===== src/rtl/core/pfe_pkg.sv =====
// ----------------------------------------------------------------------------
// pfe_pkg
// Shared types, constants and small helpers of the playfair stream encryptor.
// ----------------------------------------------------------------------------
package pfe_pkg;

  localparam int SQ_SIZE = 25;
  localparam int SQ_SIDE = 5;
  localparam int QUEUE_DEPTH = 8;
  localparam int MAX_PUSH = 3;

  localparam logic [4:0] LETTER_I = 5'd8;
  localparam logic [4:0] LETTER_J = 5'd9;
  localparam logic [4:0] LETTER_X = 5'd23;
  localparam logic [4:0] LETTER_MAX = 5'd25;
  localparam logic [4:0] SQ_FULL = 5'd25;
  localparam logic [2:0] LAST_IDX = 3'd4;

  typedef enum logic [1:0] {
    CMD_KEY   = 2'd0,
    CMD_TEXT  = 2'd1,
    CMD_END   = 2'd2,
    CMD_CLEAR = 2'd3
  } cmd_t;

  typedef enum logic [1:0] {
    ST_IDLE,
    ST_LOOKUP,
    ST_APPLY
  } state_t;

  typedef enum logic [2:0] {
    ACT_NONE,
    ACT_CLEAR,
    ACT_KEY,
    ACT_HOLD,
    ACT_PAIR_KEEP,
    ACT_PAIR,
    ACT_END_FLUSH,
    ACT_END
  } act_t;

  typedef struct packed {
    cmd_t       cmd;
    logic [4:0] letter;
  } in_item_t;

  typedef struct packed {
    logic [4:0] cipher_letter;
    logic       end_marker;
  } out_item_t;

  // broadcast to every cell of the square
  typedef struct packed {
    logic       clear;
    logic       key_write;
    logic [4:0] placed;
    logic [4:0] pos;
    logic [4:0] key_letter;
    logic [4:0] cmp_a;
    logic [4:0] cmp_b;
    logic [4:0] rd_a;
    logic [4:0] rd_b;
  } cell_ctrl_t;

  // per-cell compare hits and gated read data
  typedef struct packed {
    logic       hit_a;
    logic       hit_b;
    logic [4:0] data_a;
    logic [4:0] data_b;
  } cell_stat_t;

  // alphabet order without J
  function automatic logic [4:0] alpha_letter(input logic [4:0] idx);
    alpha_letter = (idx < LETTER_J) ? idx : 5'(idx + 5'd1);
  endfunction

  function automatic logic [2:0] pos_row(input logic [4:0] pos);
    logic [2:0] r;
    if (pos >= 5'd20) r = 3'd4;
    else if (pos >= 5'd15) r = 3'd3;
    else if (pos >= 5'd10) r = 3'd2;
    else if (pos >= 5'd5) r = 3'd1;
    else r = 3'd0;
    pos_row = r;
  endfunction

  function automatic logic [2:0] pos_col(input logic [4:0] pos);
    logic [2:0] r;
    logic [4:0] base;
    r = pos_row(pos);
    base = 5'({2'b00, r} * 5'(SQ_SIDE));
    pos_col = 3'(pos - base);
  endfunction

  function automatic logic [4:0] rc_pos(input logic [2:0] row, input logic [2:0] col);
    rc_pos = 5'({2'b00, row} * 5'(SQ_SIDE)) + {2'b00, col};
  endfunction

  function automatic logic [2:0] wrap_inc(input logic [2:0] v);
    wrap_inc = (v == LAST_IDX) ? 3'd0 : 3'(v + 3'd1);
  endfunction

endpackage


===== src/rtl/core/pfe_cell.sv =====
// ----------------------------------------------------------------------------
// pfe_cell
// One place of the key square: holds a letter, compares it, shifts it up.
// ----------------------------------------------------------------------------
module pfe_cell (
  input  logic               clk,
  input  logic               rst,
  input  logic [4:0]         idx,
  input  logic [4:0]         prev_letter,
  input  pfe_pkg::cell_ctrl_t ctrl,
  output logic [4:0]         letter,
  output pfe_pkg::cell_stat_t stat
);
  import pfe_pkg::*;

  always_ff @(posedge clk) begin
    if (rst || ctrl.clear) begin
      letter <= alpha_letter(idx);
    end else if (ctrl.key_write) begin
      if (idx == ctrl.placed) begin
        letter <= ctrl.key_letter;
      end else if (idx > ctrl.placed && idx <= ctrl.pos) begin
        // make room for the new key letter
        letter <= prev_letter;
      end
    end
  end

  always_comb begin
    stat.hit_a  = (letter == ctrl.cmp_a);
    stat.hit_b  = (letter == ctrl.cmp_b);
    stat.data_a = (idx == ctrl.rd_a) ? letter : 5'd0;
    stat.data_b = (idx == ctrl.rd_b) ? letter : 5'd0;
  end

endmodule


===== src/rtl/core/pfe_queue.sv =====
// ----------------------------------------------------------------------------
// pfe_queue
// Result queue: takes up to three results a cycle, gives one a cycle while the consumer is ready.
// ----------------------------------------------------------------------------
module pfe_queue (
  input  logic                                   clk,
  input  logic                                   rst,
  input  logic [1:0]                             push_n,
  input  pfe_pkg::out_item_t [pfe_pkg::MAX_PUSH-1:0] push_data,
  output logic [3:0]                             count,
  output logic                                   out_valid,
  input  logic                                   out_ready,
  output pfe_pkg::out_item_t                     out_data
);
  import pfe_pkg::*;

  out_item_t  mem [QUEUE_DEPTH];
  logic [2:0] wr_ptr;
  logic [2:0] rd_ptr;
  logic       pop;

  assign out_valid = (count != 4'd0);
  assign out_data  = mem[rd_ptr];
  assign pop       = out_valid && out_ready;

  always_ff @(posedge clk) begin
    if (rst) begin
      wr_ptr <= 3'd0;
      rd_ptr <= 3'd0;
      count  <= 4'd0;
    end else begin
      wr_ptr <= wr_ptr + {1'b0, push_n};
      rd_ptr <= rd_ptr + {2'b00, pop};
      count  <= count + {2'b00, push_n} - {3'b000, pop};
    end
  end

  always_ff @(posedge clk) begin
    for (int i = 0; i < MAX_PUSH; i++) begin
      if (2'(i) < push_n) begin
        mem[wr_ptr + 3'(i)] <= push_data[i];
      end
    end
  end

endmodule


===== src/rtl/core/playfair_stream_encryptor_top.sv =====
// ----------------------------------------------------------------------------
// playfair_stream_encryptor_top
// Playfair encryption of a letter stream with a key square built in-line.
// ----------------------------------------------------------------------------
// Each request carries a command and a letter index (A=0 .. Z=25, J folded
// onto I). Key letters build the 5x5 square, clear restores the plain
// alphabet, plaintext letters are paired and encrypted, end of message
// flushes a lone held letter against X and closes with an end marker.
// A request passes through a lookup cycle, in which every cell of the
// 25-place square compares its letter against the two letters of interest,
// and an apply cycle, in which the cells shift for a key letter or give up
// the two cipher letters. A new request is taken in the apply cycle of the
// previous one, so requests overlap there. Results go into an eight-entry
// queue; a request is only taken while the queue has room for the three
// results the worst case gives, so a slow consumer stalls the request side.
// Letters above Z are dropped without a result. There is no clearing pass
// after reset: the cells load the plain alphabet directly from reset.
// ----------------------------------------------------------------------------
module playfair_stream_encryptor_top (
  input  logic                clk,
  input  logic                rst,
  input  logic                letter_valid,
  output logic                letter_ready,
  input  pfe_pkg::in_item_t   letter_item,
  output logic                cipher_valid,
  input  logic                cipher_ready,
  output pfe_pkg::out_item_t  cipher_item
);
  import pfe_pkg::*;

  // control state
  state_t     state;
  state_t     state_next;
  act_t       act;
  act_t       act_next;
  logic [4:0] placed;
  logic [4:0] held_letter;
  logic       held_valid;

  // request register
  cmd_t       item_cmd;
  logic [4:0] item_letter;

  // lookup results for the apply cycle
  logic [2:0] ra;
  logic [2:0] ca;
  logic [2:0] rb;
  logic [2:0] cb;
  logic [4:0] key_pos;
  logic [4:0] op_letter;

  // cell row
  cell_ctrl_t ctrl;
  logic [4:0] cell_letter [SQ_SIZE];
  cell_stat_t cell_stat   [SQ_SIZE];
  logic [4:0] pos_a;
  logic [4:0] pos_b;
  logic [4:0] rd_a_letter;
  logic [4:0] rd_b_letter;

  // lookup-cycle decode
  logic [4:0] l_map;
  logic       l_bad;
  logic       held_same;

  // result side
  logic [1:0] push_n;
  out_item_t  [MAX_PUSH-1:0] push_data;
  logic [3:0] q_count;
  logic       accept;

  // ---- request acceptance ----
  // taken in idle or in the apply cycle, while the queue can absorb three
  // results on top of what this apply cycle pushes
  assign letter_ready = (state == ST_IDLE || state == ST_APPLY) &&
                        ((q_count + {2'b00, push_n}) <=
                         4'(QUEUE_DEPTH - MAX_PUSH));
  assign accept = letter_valid && letter_ready;

  always_ff @(posedge clk) begin
    if (accept) begin
      item_cmd    <= letter_item.cmd;
      item_letter <= letter_item.letter;
    end
  end

  // ---- lookup decode ----
  assign l_map     = (item_letter == LETTER_J) ? LETTER_I : item_letter;
  assign l_bad     = (item_letter > LETTER_MAX);
  assign held_same = (held_letter == l_map);

  always_comb begin
    act_next = ACT_NONE;
    case (item_cmd)
      CMD_CLEAR: act_next = ACT_CLEAR;
      CMD_END:   act_next = held_valid ? ACT_END_FLUSH : ACT_END;
      CMD_KEY: begin
        // a full square or an already placed letter leaves things alone
        if (!l_bad && placed < SQ_FULL && pos_a >= placed) begin
          act_next = ACT_KEY;
        end
      end
      CMD_TEXT: begin
        if (!l_bad) begin
          if (!held_valid) begin
            act_next = ACT_HOLD;
          end else if (held_same) begin
            act_next = ACT_PAIR_KEEP;
          end else begin
            act_next = ACT_PAIR;
          end
        end
      end
      default: act_next = ACT_NONE;
    endcase
  end

  // ---- state machine ----
  always_ff @(posedge clk) begin
    if (rst) begin
      state <= ST_IDLE;
    end else begin
      state <= state_next;
    end
  end

  always_comb begin
    state_next = state;
    case (state)
      ST_IDLE:   state_next = accept ? ST_LOOKUP : ST_IDLE;
      ST_LOOKUP: state_next = ST_APPLY;
      ST_APPLY:  state_next = accept ? ST_LOOKUP : ST_IDLE;
      default:   state_next = ST_IDLE;
    endcase
  end

  // ---- lookup registers ----
  always_ff @(posedge clk) begin
    if (rst) begin
      act <= ACT_NONE;
    end else if (state == ST_LOOKUP) begin
      act <= act_next;
    end
  end

  always_ff @(posedge clk) begin
    if (state == ST_LOOKUP) begin
      ra        <= pos_row(pos_a);
      ca        <= pos_col(pos_a);
      rb        <= pos_row(pos_b);
      cb        <= pos_col(pos_b);
      key_pos   <= pos_a;
      op_letter <= l_map;
    end
  end

  // ---- apply: square count and held letter ----
  always_ff @(posedge clk) begin
    if (rst) begin
      placed      <= 5'd0;
      held_letter <= 5'd0;
      held_valid  <= 1'b0;
    end else if (state == ST_APPLY) begin
      case (act)
        ACT_CLEAR: placed <= 5'd0;
        ACT_KEY:   placed <= placed + 5'd1;
        ACT_HOLD: begin
          held_letter <= op_letter;
          held_valid  <= 1'b1;
        end
        ACT_PAIR, ACT_END_FLUSH, ACT_END: begin
          held_letter <= 5'd0;
          held_valid  <= 1'b0;
        end
        default: ;
      endcase
    end
  end

  // ---- cell control ----
  always_comb begin
    logic [4:0] qa;
    logic [4:0] qb;
    // row rule, column rule, else rectangle rule
    if (ra == rb) begin
      qa = rc_pos(ra, wrap_inc(ca));
      qb = rc_pos(rb, wrap_inc(cb));
    end else if (ca == cb) begin
      qa = rc_pos(wrap_inc(ra), ca);
      qb = rc_pos(wrap_inc(rb), cb);
    end else begin
      qa = rc_pos(ra, cb);
      qb = rc_pos(rb, ca);
    end
    ctrl.clear      = (state == ST_APPLY) && (act == ACT_CLEAR);
    ctrl.key_write  = (state == ST_APPLY) && (act == ACT_KEY);
    ctrl.placed     = placed;
    ctrl.pos        = key_pos;
    ctrl.key_letter = op_letter;
    // a key letter looks itself up; a pair looks up held and partner
    ctrl.cmp_a      = (item_cmd == CMD_KEY) ? l_map : held_letter;
    ctrl.cmp_b      = (item_cmd == CMD_END || held_same) ? LETTER_X : l_map;
    ctrl.rd_a       = qa;
    ctrl.rd_b       = qb;
  end

  // ---- the square: a row of cells, each fed by its lower neighbour ----
  for (genvar k = 0; k < SQ_SIZE; k++) begin : g_cell
    logic [4:0] prev;
    if (k == 0) begin : g_first
      assign prev = 5'd0;
    end else begin : g_rest
      assign prev = cell_letter[k-1];
    end
    pfe_cell u_cell (
      .clk         (clk),
      .rst         (rst),
      .idx         (5'(k)),
      .prev_letter (prev),
      .ctrl        (ctrl),
      .letter      (cell_letter[k]),
      .stat        (cell_stat[k])
    );
  end

  // positions and read data gathered from the row; hits are one-hot
  always_comb begin
    pos_a       = 5'd0;
    pos_b       = 5'd0;
    rd_a_letter = 5'd0;
    rd_b_letter = 5'd0;
    for (int k = 0; k < SQ_SIZE; k++) begin
      pos_a       = pos_a | (cell_stat[k].hit_a ? 5'(k) : 5'd0);
      pos_b       = pos_b | (cell_stat[k].hit_b ? 5'(k) : 5'd0);
      rd_a_letter = rd_a_letter | cell_stat[k].data_a;
      rd_b_letter = rd_b_letter | cell_stat[k].data_b;
    end
  end

  // ---- results ----
  always_comb begin
    push_n = 2'd0;
    if (state == ST_APPLY) begin
      case (act)
        ACT_PAIR, ACT_PAIR_KEEP: push_n = 2'd2;
        ACT_END_FLUSH:           push_n = 2'd3;
        ACT_END:                 push_n = 2'd1;
        default:                 push_n = 2'd0;
      endcase
    end
    push_data[0] = (act == ACT_END) ? out_item_t'{5'd0, 1'b1}
                                    : out_item_t'{rd_a_letter, 1'b0};
    push_data[1] = out_item_t'{rd_b_letter, 1'b0};
    push_data[2] = out_item_t'{5'd0, 1'b1};
  end

  pfe_queue u_queue (
    .clk       (clk),
    .rst       (rst),
    .push_n    (push_n),
    .push_data (push_data),
    .count     (q_count),
    .out_valid (cipher_valid),
    .out_ready (cipher_ready),
    .out_data  (cipher_item)
  );

endmodule


===== config.mk =====
export PLATFORM = sky130hd
export DESIGN_NAME = playfair_stream_encryptor_top
export DESIGN_NICKNAME = d
export VERILOG_FILES = /design/src/rtl/core/pfe_pkg.sv /design/src/rtl/core/pfe_cell.sv /design/src/rtl/core/pfe_queue.sv /design/src/rtl/core/playfair_stream_encryptor_top.sv
export SDC_FILE = /design/constraint.sdc
export NUM_CORES = 1
export LEC_CHECK = 0
export BUFFER_PORTS_ARGS = -buffer_cell sky130_fd_sc_hd__buf_2
export CAP_MARGIN = 40
export CORE_AREA = 2 2 213 235
export CTS_CLUSTER_DIAMETER = 150
export CTS_CLUSTER_SIZE = 14
export DETAILED_ROUTE_END_ITERATION = 10
export DIE_AREA = 0 0 215 237
export PLACE_DENSITY = 0.87
export SLEW_MARGIN = 0
export SYNTH_ARGS = -nofsm -noshare
export SYNTH_HDL_FRONTEND = slang
export SYNTH_HIERARCHICAL = 1
export SYNTH_SLANG_ARGS = --single-unit
export TNS_END_PERCENT = 1

===== constraint.sdc =====
create_clock -name clk -period 8.65 [get_ports clk]
set_input_delay 1.73 -clock clk [delete_from_list [all_inputs] [get_ports clk]]
set_output_delay 1.73 -clock clk [all_outputs]
set_load 0.1 [all_outputs]

## After elaboration in Yosys (flattened, before gate mapping)

Memories as Yosys holds them, arrays and structs flattened. A register that Yosys moved wholly into a read port is not among the register bits.
Cells that the tools add are included.

| word-level totals | value |
|---|---|
| register bits after elaboration | 180 |
| bits in writable memories | 48 |
| bits of input ports | 11 |
| output and inout port bits | 8 |
| word-level logic and storage cells | 655 |
| memories kept | 1 |

Memories:

| memory | depth | bits a word | read ports | clocked after Yosys merged registers in | wr ports | RTL line | text |
|---|---|---|---|---|---|---|---|
| u_queue.mem | 8 | 6 | 1 | 1 | 3 | pfe_queue.sv:17 | `out_item_t mem [QUEUE_DEPTH];` |

| cells by class | value |
|---|---|
| $add $sub $neg | 19 |
| multiply operators | 6 |
| magnitude comparators | 65 |
| equality and inequality tests | 140 |
| multiplexer cells | 190 |
| bitwise operators | 94 |
| reduce and logical (&&, ||, !) cells | 99 |

Operators with widths:

| cell | number |
|---|---|
| $mux 5 | 125 |
| $or 5x5->5 | 64 |
| $eq 5x5->1 | 49 |
| $eq 5x5->1 const A | 27 |
| $eq 4x5->1 const A | 24 |
| $mux 4 | 16 |
| $eq 3x5->1 const A | 12 |
| $mux 3 | 19 |
| $or 4x4->4 | 14 |
| $reduce_and 2->1 | 27 |
| $reduce_bool 2->1 | 27 |
| $gt 5x5->1 const A | 9 |
| $le 5x5->1 const A | 9 |
| $gt 4x5->1 const A | 8 |
| $le 4x5->1 const A | 8 |
| $logic_and 1x1->1 | 32 |
| $add 5x3->5 | 6 |
| $eq 2x5->1 const A | 6 |
| $eq 3x3->1 const B | 8 |
| $ge 5x4->1 const B | 4 |
| $gt 3x5->1 const A | 4 |
| $le 3x5->1 const A | 4 |
| $mul 3x3->5 const B | 4 |
| $mux 2 | 10 |
| 48 further kinds | 97 |

## Logic depth before layout (Yosys ltp)

| depth | value |
|---|---|
| depth in word-level cells | 38 |
| depth in mapped cells | 23 |
| depth with buffers taken out | 23 |

## Hierarchy

The synthesis kept the hierarchy.

Modules (own cells, without submodules):

| module | times used | cells an instance | area an instance (um2) | seq. area each (um2) |
|---|---|---|---|---|
| pfe_cell at g_cell[0].u_cell ... | 24 | 113 | 939.7 | 150.1 |
| playfair_stream_encryptor_top | 1 | 525 | 4599.4 | 1191.1 |
| pfe_queue | 1 | 431 | 4081.4 | 1641.6 |
| pfe_cell at g_cell[3].u_cell | 1 | 113 | 960.9 | 150.1 |

## Least setup slack after synthesis

OpenSTA, ideal clock, no wires.

| path | value |
|---|---|
| path type | flip-flop to flip-flop |
| start point | reg rb[1] |
| end point | mem u_queue/mem[1][2] (netlist bit), data pin |
| setup time | 267 ps |
| arrival time | 6249 ps |
| required time | 8383 ps |
| setup slack | 2134 ps |
| stages on the path, launching flop included | 23 |
| buffers on the path | 0 |
| period minus slack after synthesis | 6516 ps |
| path through | edfxtp_1 -> inv_1 -> ha_1 -> nor2_1 -> mux2_2 -> ha_1 -> ha_1 -> ha_1 -> a21o_1 -> a21oi_1 -> xor3_1 -> mux2_2 -> a21oi_1 -> xnor2_1 -> nand3_1 -> nor3_2 -> and2_1 -> or4_1 -> nor4_1 -> nand4_1 -> and4bb_2 -> nand2_1 -> a31oi_1 |

RTL lines:

| item | RTL line | text |
|---|---|---|
| start: declaration | playfair_stream_encryptor_top.sv:47 | `logic [2:0] rb;` |
| start signal: assignment | playfair_stream_encryptor_top.sv:150 | `rb <= pos_row(pos_b);` |
| end: declaration | pfe_queue.sv:17 |  |

==> impl_metrics.env <==
export IMPL_fin_skew_ns=0.0192
export IMPL_wirelength_microns=99700
export IMPL_fin_crit_ns=7.09
export IMPL_cts_resized=0
export IMPL_viasPerCell=6.13
export IMPL_cts_num_sinks=228
export IMPL_fin_crit_sh_pct=82.0
export IMPL_drive_gt1_share_pct=5.46
export IMPL_yosysWarnings=6
export IMPL_p_int_mw=5.03
export IMPL_slowest_delay_ns=0.77
export IMPL_setup_tns_ns=0
export IMPL_crit_path_max_fanout=14
export IMPL_die_w_microns=215
export IMPL_diodes=0
export IMPL_p_seq_share_pct=17.5
export IMPL_syn_to_final_growth_pct=8.62
export IMPL_critPathBufInv=1
export IMPL_drtIter0Drc=3331
export IMPL_io_pins=19
export IMPL_crit_chain="inv_1 > ha_1 > nor2_1 > mux2_2 > ha_1 > ha_1 > ha_1 > a21o_1 > a21oi_1 > xor3_1 > mux2_2 > a21oi_4 > xnor2_1 > nand3_1 > nor3_2 > and2_1 > nor4_1 > nand2_1 > nor4_1 > nand4_1 > and4b_1 > nand2_1 > a31oi_1"
export IMPL_num_fill_cells=3752
export IMPL_placed_area_sq_um=34300
export IMPL_post_cts_repair_setup_buffers=0
export IMPL_drv_cap=0
export IMPL_clock_fmax_mhz=141
export IMPL_switching_share_pct=52.9
export IMPL_coreArea_sq_um=48700
export IMPL_pre_cts_slack_ns=1.91
export IMPL_antenna_found_initial=0
export IMPL_dieHeight_microns=237
export IMPL_slew_violations=0
export IMPL_cts_buffer_depth=3
export IMPL_vias=29900
export IMPL_combinationalPowerShare_pct=74.1
export IMPL_grt_pass1_wl_microns=154000
export IMPL_worstSetupStartpointType="flip-flop"
export IMPL_power_frac_clock_pct=8.4
export IMPL_htreeDepth=1
export IMPL_track_usage_pct=38.1
export IMPL_min_path_type="reg -> reg"
export IMPL_worstSetupPathDepth=23
export IMPL_multiInputGateArea_sq_um=24900
export IMPL_hpwl_microns=71400
export IMPL_cp_top_family="simple AND/OR/NAND/NOR gates"
export IMPL_status="complete, no violations"
export IMPL_hold_depth=2
export IMPL_synth_cells=3767
export IMPL_grt_max_degree=53
export IMPL_slowest_stage="a21oi_4"
export IMPL_fin_hold_ws_ns=0.552
export IMPL_power_leakage_nw=14.0
export IMPL_firstDrtPassIters=7
export IMPL_syn_avg_cell_area_sq_um=8.52
export IMPL_hold_viol_final=0
export IMPL_cts_buffers=20
export IMPL_grt_pass1_vias=28600
export IMPL_worst_setup_path_type="reg -> reg"
export IMPL_initial_core_util_pct=65.9
export IMPL_p_sw_mw=5.66
export IMPL_timing_final_ws_setup_ns=1.56
export IMPL_tightest_slew_ns=0.995
export IMPL_r2r_cells=23
export IMPL_root_buffer="clkbuf_16"
export IMPL_ant_nets=0
export IMPL_setup_violations=0
export IMPL_route_detailed_drc=0
export IMPL_relSlewSlack_pct=33.5
export IMPL_gr_total_overflow=0
export IMPL_post_drt_wl_per_cell_microns=20.4
export IMPL_clk_pin_slew_ns=0.07
export IMPL_final_cell_area_sq_um=34900
export IMPL_clock_latency_ns=0.56
export IMPL_layout_nets=4576
export IMPL_port_buffers=18
export IMPL_irDropWorstVdd_uv=348
export IMPL_cts_tree="done"
export IMPL_final_seq_area_sq_um=6590
export IMPL_cp_common_cell="ha_1"
export IMPL_arrival_ns=7.36
export IMPL_dieArea_sq_um=51000
export IMPL_pwr_density_cell_nw_per_um2=307
export IMPL_critPathCaptureType="flip-flop"
export IMPL_rows=85
export IMPL_critPathRequiredTime_ns=8.92
export IMPL_rsz0062_at_grt="false"
export IMPL_syn_area_sq_um=32100
export IMPL_gp_congestion=1.07
export IMPL_holdBufCountCts=0
export IMPL_reg2reg_slack_ns=1.56
[registers in the layout, indices dropped and copies added (netlist names)]
register and count:
item_letter 5, item_cmd 2, ca 3, g_cell.u_cell/letter 125, cb 3, u_queue/wr_ptr 3
act 3, held_letter 5, ra 3, u_queue/count 4, placed 5, held_valid 1
op_letter 5, rb 3, state 2, u_queue/mem 48, key_pos 5, u_queue/rd_ptr 3
[power by group through the flow]
stage	Combinational (mW)	Sequential, mW	Clock, mW
floorplan	5.61	1.78	0
global placement	7.31	1.88	0
detailed placement	7.58	1.88	0
CTS	7.64	1.86	0.884
global route	8.43	1.87	0.918
finish	7.93	1.87	0.896
[layer usage]
layer	global-route usage [%]	routed length, microns
met5	0	0
met4	25.7	7260
met3	7.57	10700
met2	62.4	45100
met1	45.3	36700
[path summary, 6_finish.rpt]
| kind | from | end |
|---|---|---|
| hold reg to reg | held_letter[3]$_SDFFE_PP0P_ | held_letter[3]$_SDFFE_PP0P_ |
| setup reg to reg | rb[1]$_DFFE_PP_ | u_queue/mem[0][1]$_DFFE_PP_ |
| setup / recovery | rb[1]$_DFFE_PP_ | u_queue/mem[0][1]$_DFFE_PP_ |
| hold / removal | held_letter[3]$_SDFFE_PP0P_ | held_letter[3]$_SDFFE_PP0P_ |
[layout by cell type, fill, tap and decap left out, drive strengths merged, types with 11 or more instances in the layout]
cell type  instances
a211oi            74
a21boi            26
a21oi            200
a31oi             49
and2             255
and4b             13
buf               90
clkbuf            29
conb             516
dfxtp             26
edfxtp           202
fa                11
ha               333
inv              344
mux2              18
mux2i            180
mux4              12
nand2            202
nand3            185
nand4             34
nor2             173
nor2b             14
nor3             196
nor4              60
o21a              51
o21ai            125
o21bai            25
o221ai            24
o22ai             34
o311ai            26
o32ai             25
or4               15
xnor2            342
xor2             212
[metrics by stage]
stage	utilization [%]	total power [mW]	instances
5_1_grt	71.5	11.2	4881
3_5_place_dp	70.4	9.46	4849
3_3_place_gp	70.0	9.19	4828
4_1_cts	71.5	10.4	4879
6_report	71.5	10.7	4881
2_1_floorplan	-	7.39	4281
[worst reg2reg max path, cell delays in order (launching register included)]
cell and delay [ns]:
edfxtp_1 0.51, inv_1 0.19, ha_1 0.21, nor2_1 0.04, mux2_2 0.28, ha_1 0.30, ha_1 0.31, ha_1 0.31
a21o_1 0.16, a21oi_1 0.17, xor3_1 0.24, mux2_2 0.30, a21oi_4 0.77, xnor2_1 0.19, nand3_1 0.13, nor3_2 0.08
and2_1 0.16, nor4_1 0.51, nand2_1 0.14, nor4_1 0.76, nand4_1 0.50, and4b_1 0.40, nand2_1 0.07, a31oi_1 0.10
[cell type report]
| type | instances | share of cell area, % |
|---|---|---|
| Multi-Input combinational cell | 3535 | 71.6 |
| Sequential cell | 228 | 18.9 |
| Inverter | 346 | 3.73 |
| Tap cell | 652 | 2.34 |
| Timing Repair Buffer | 90 | 1.82 |
| Clock buffer | 29 | 1.59 |
| Clock inverter | 1 | 0.0323 |
Power figures use the tool's default switching activity.
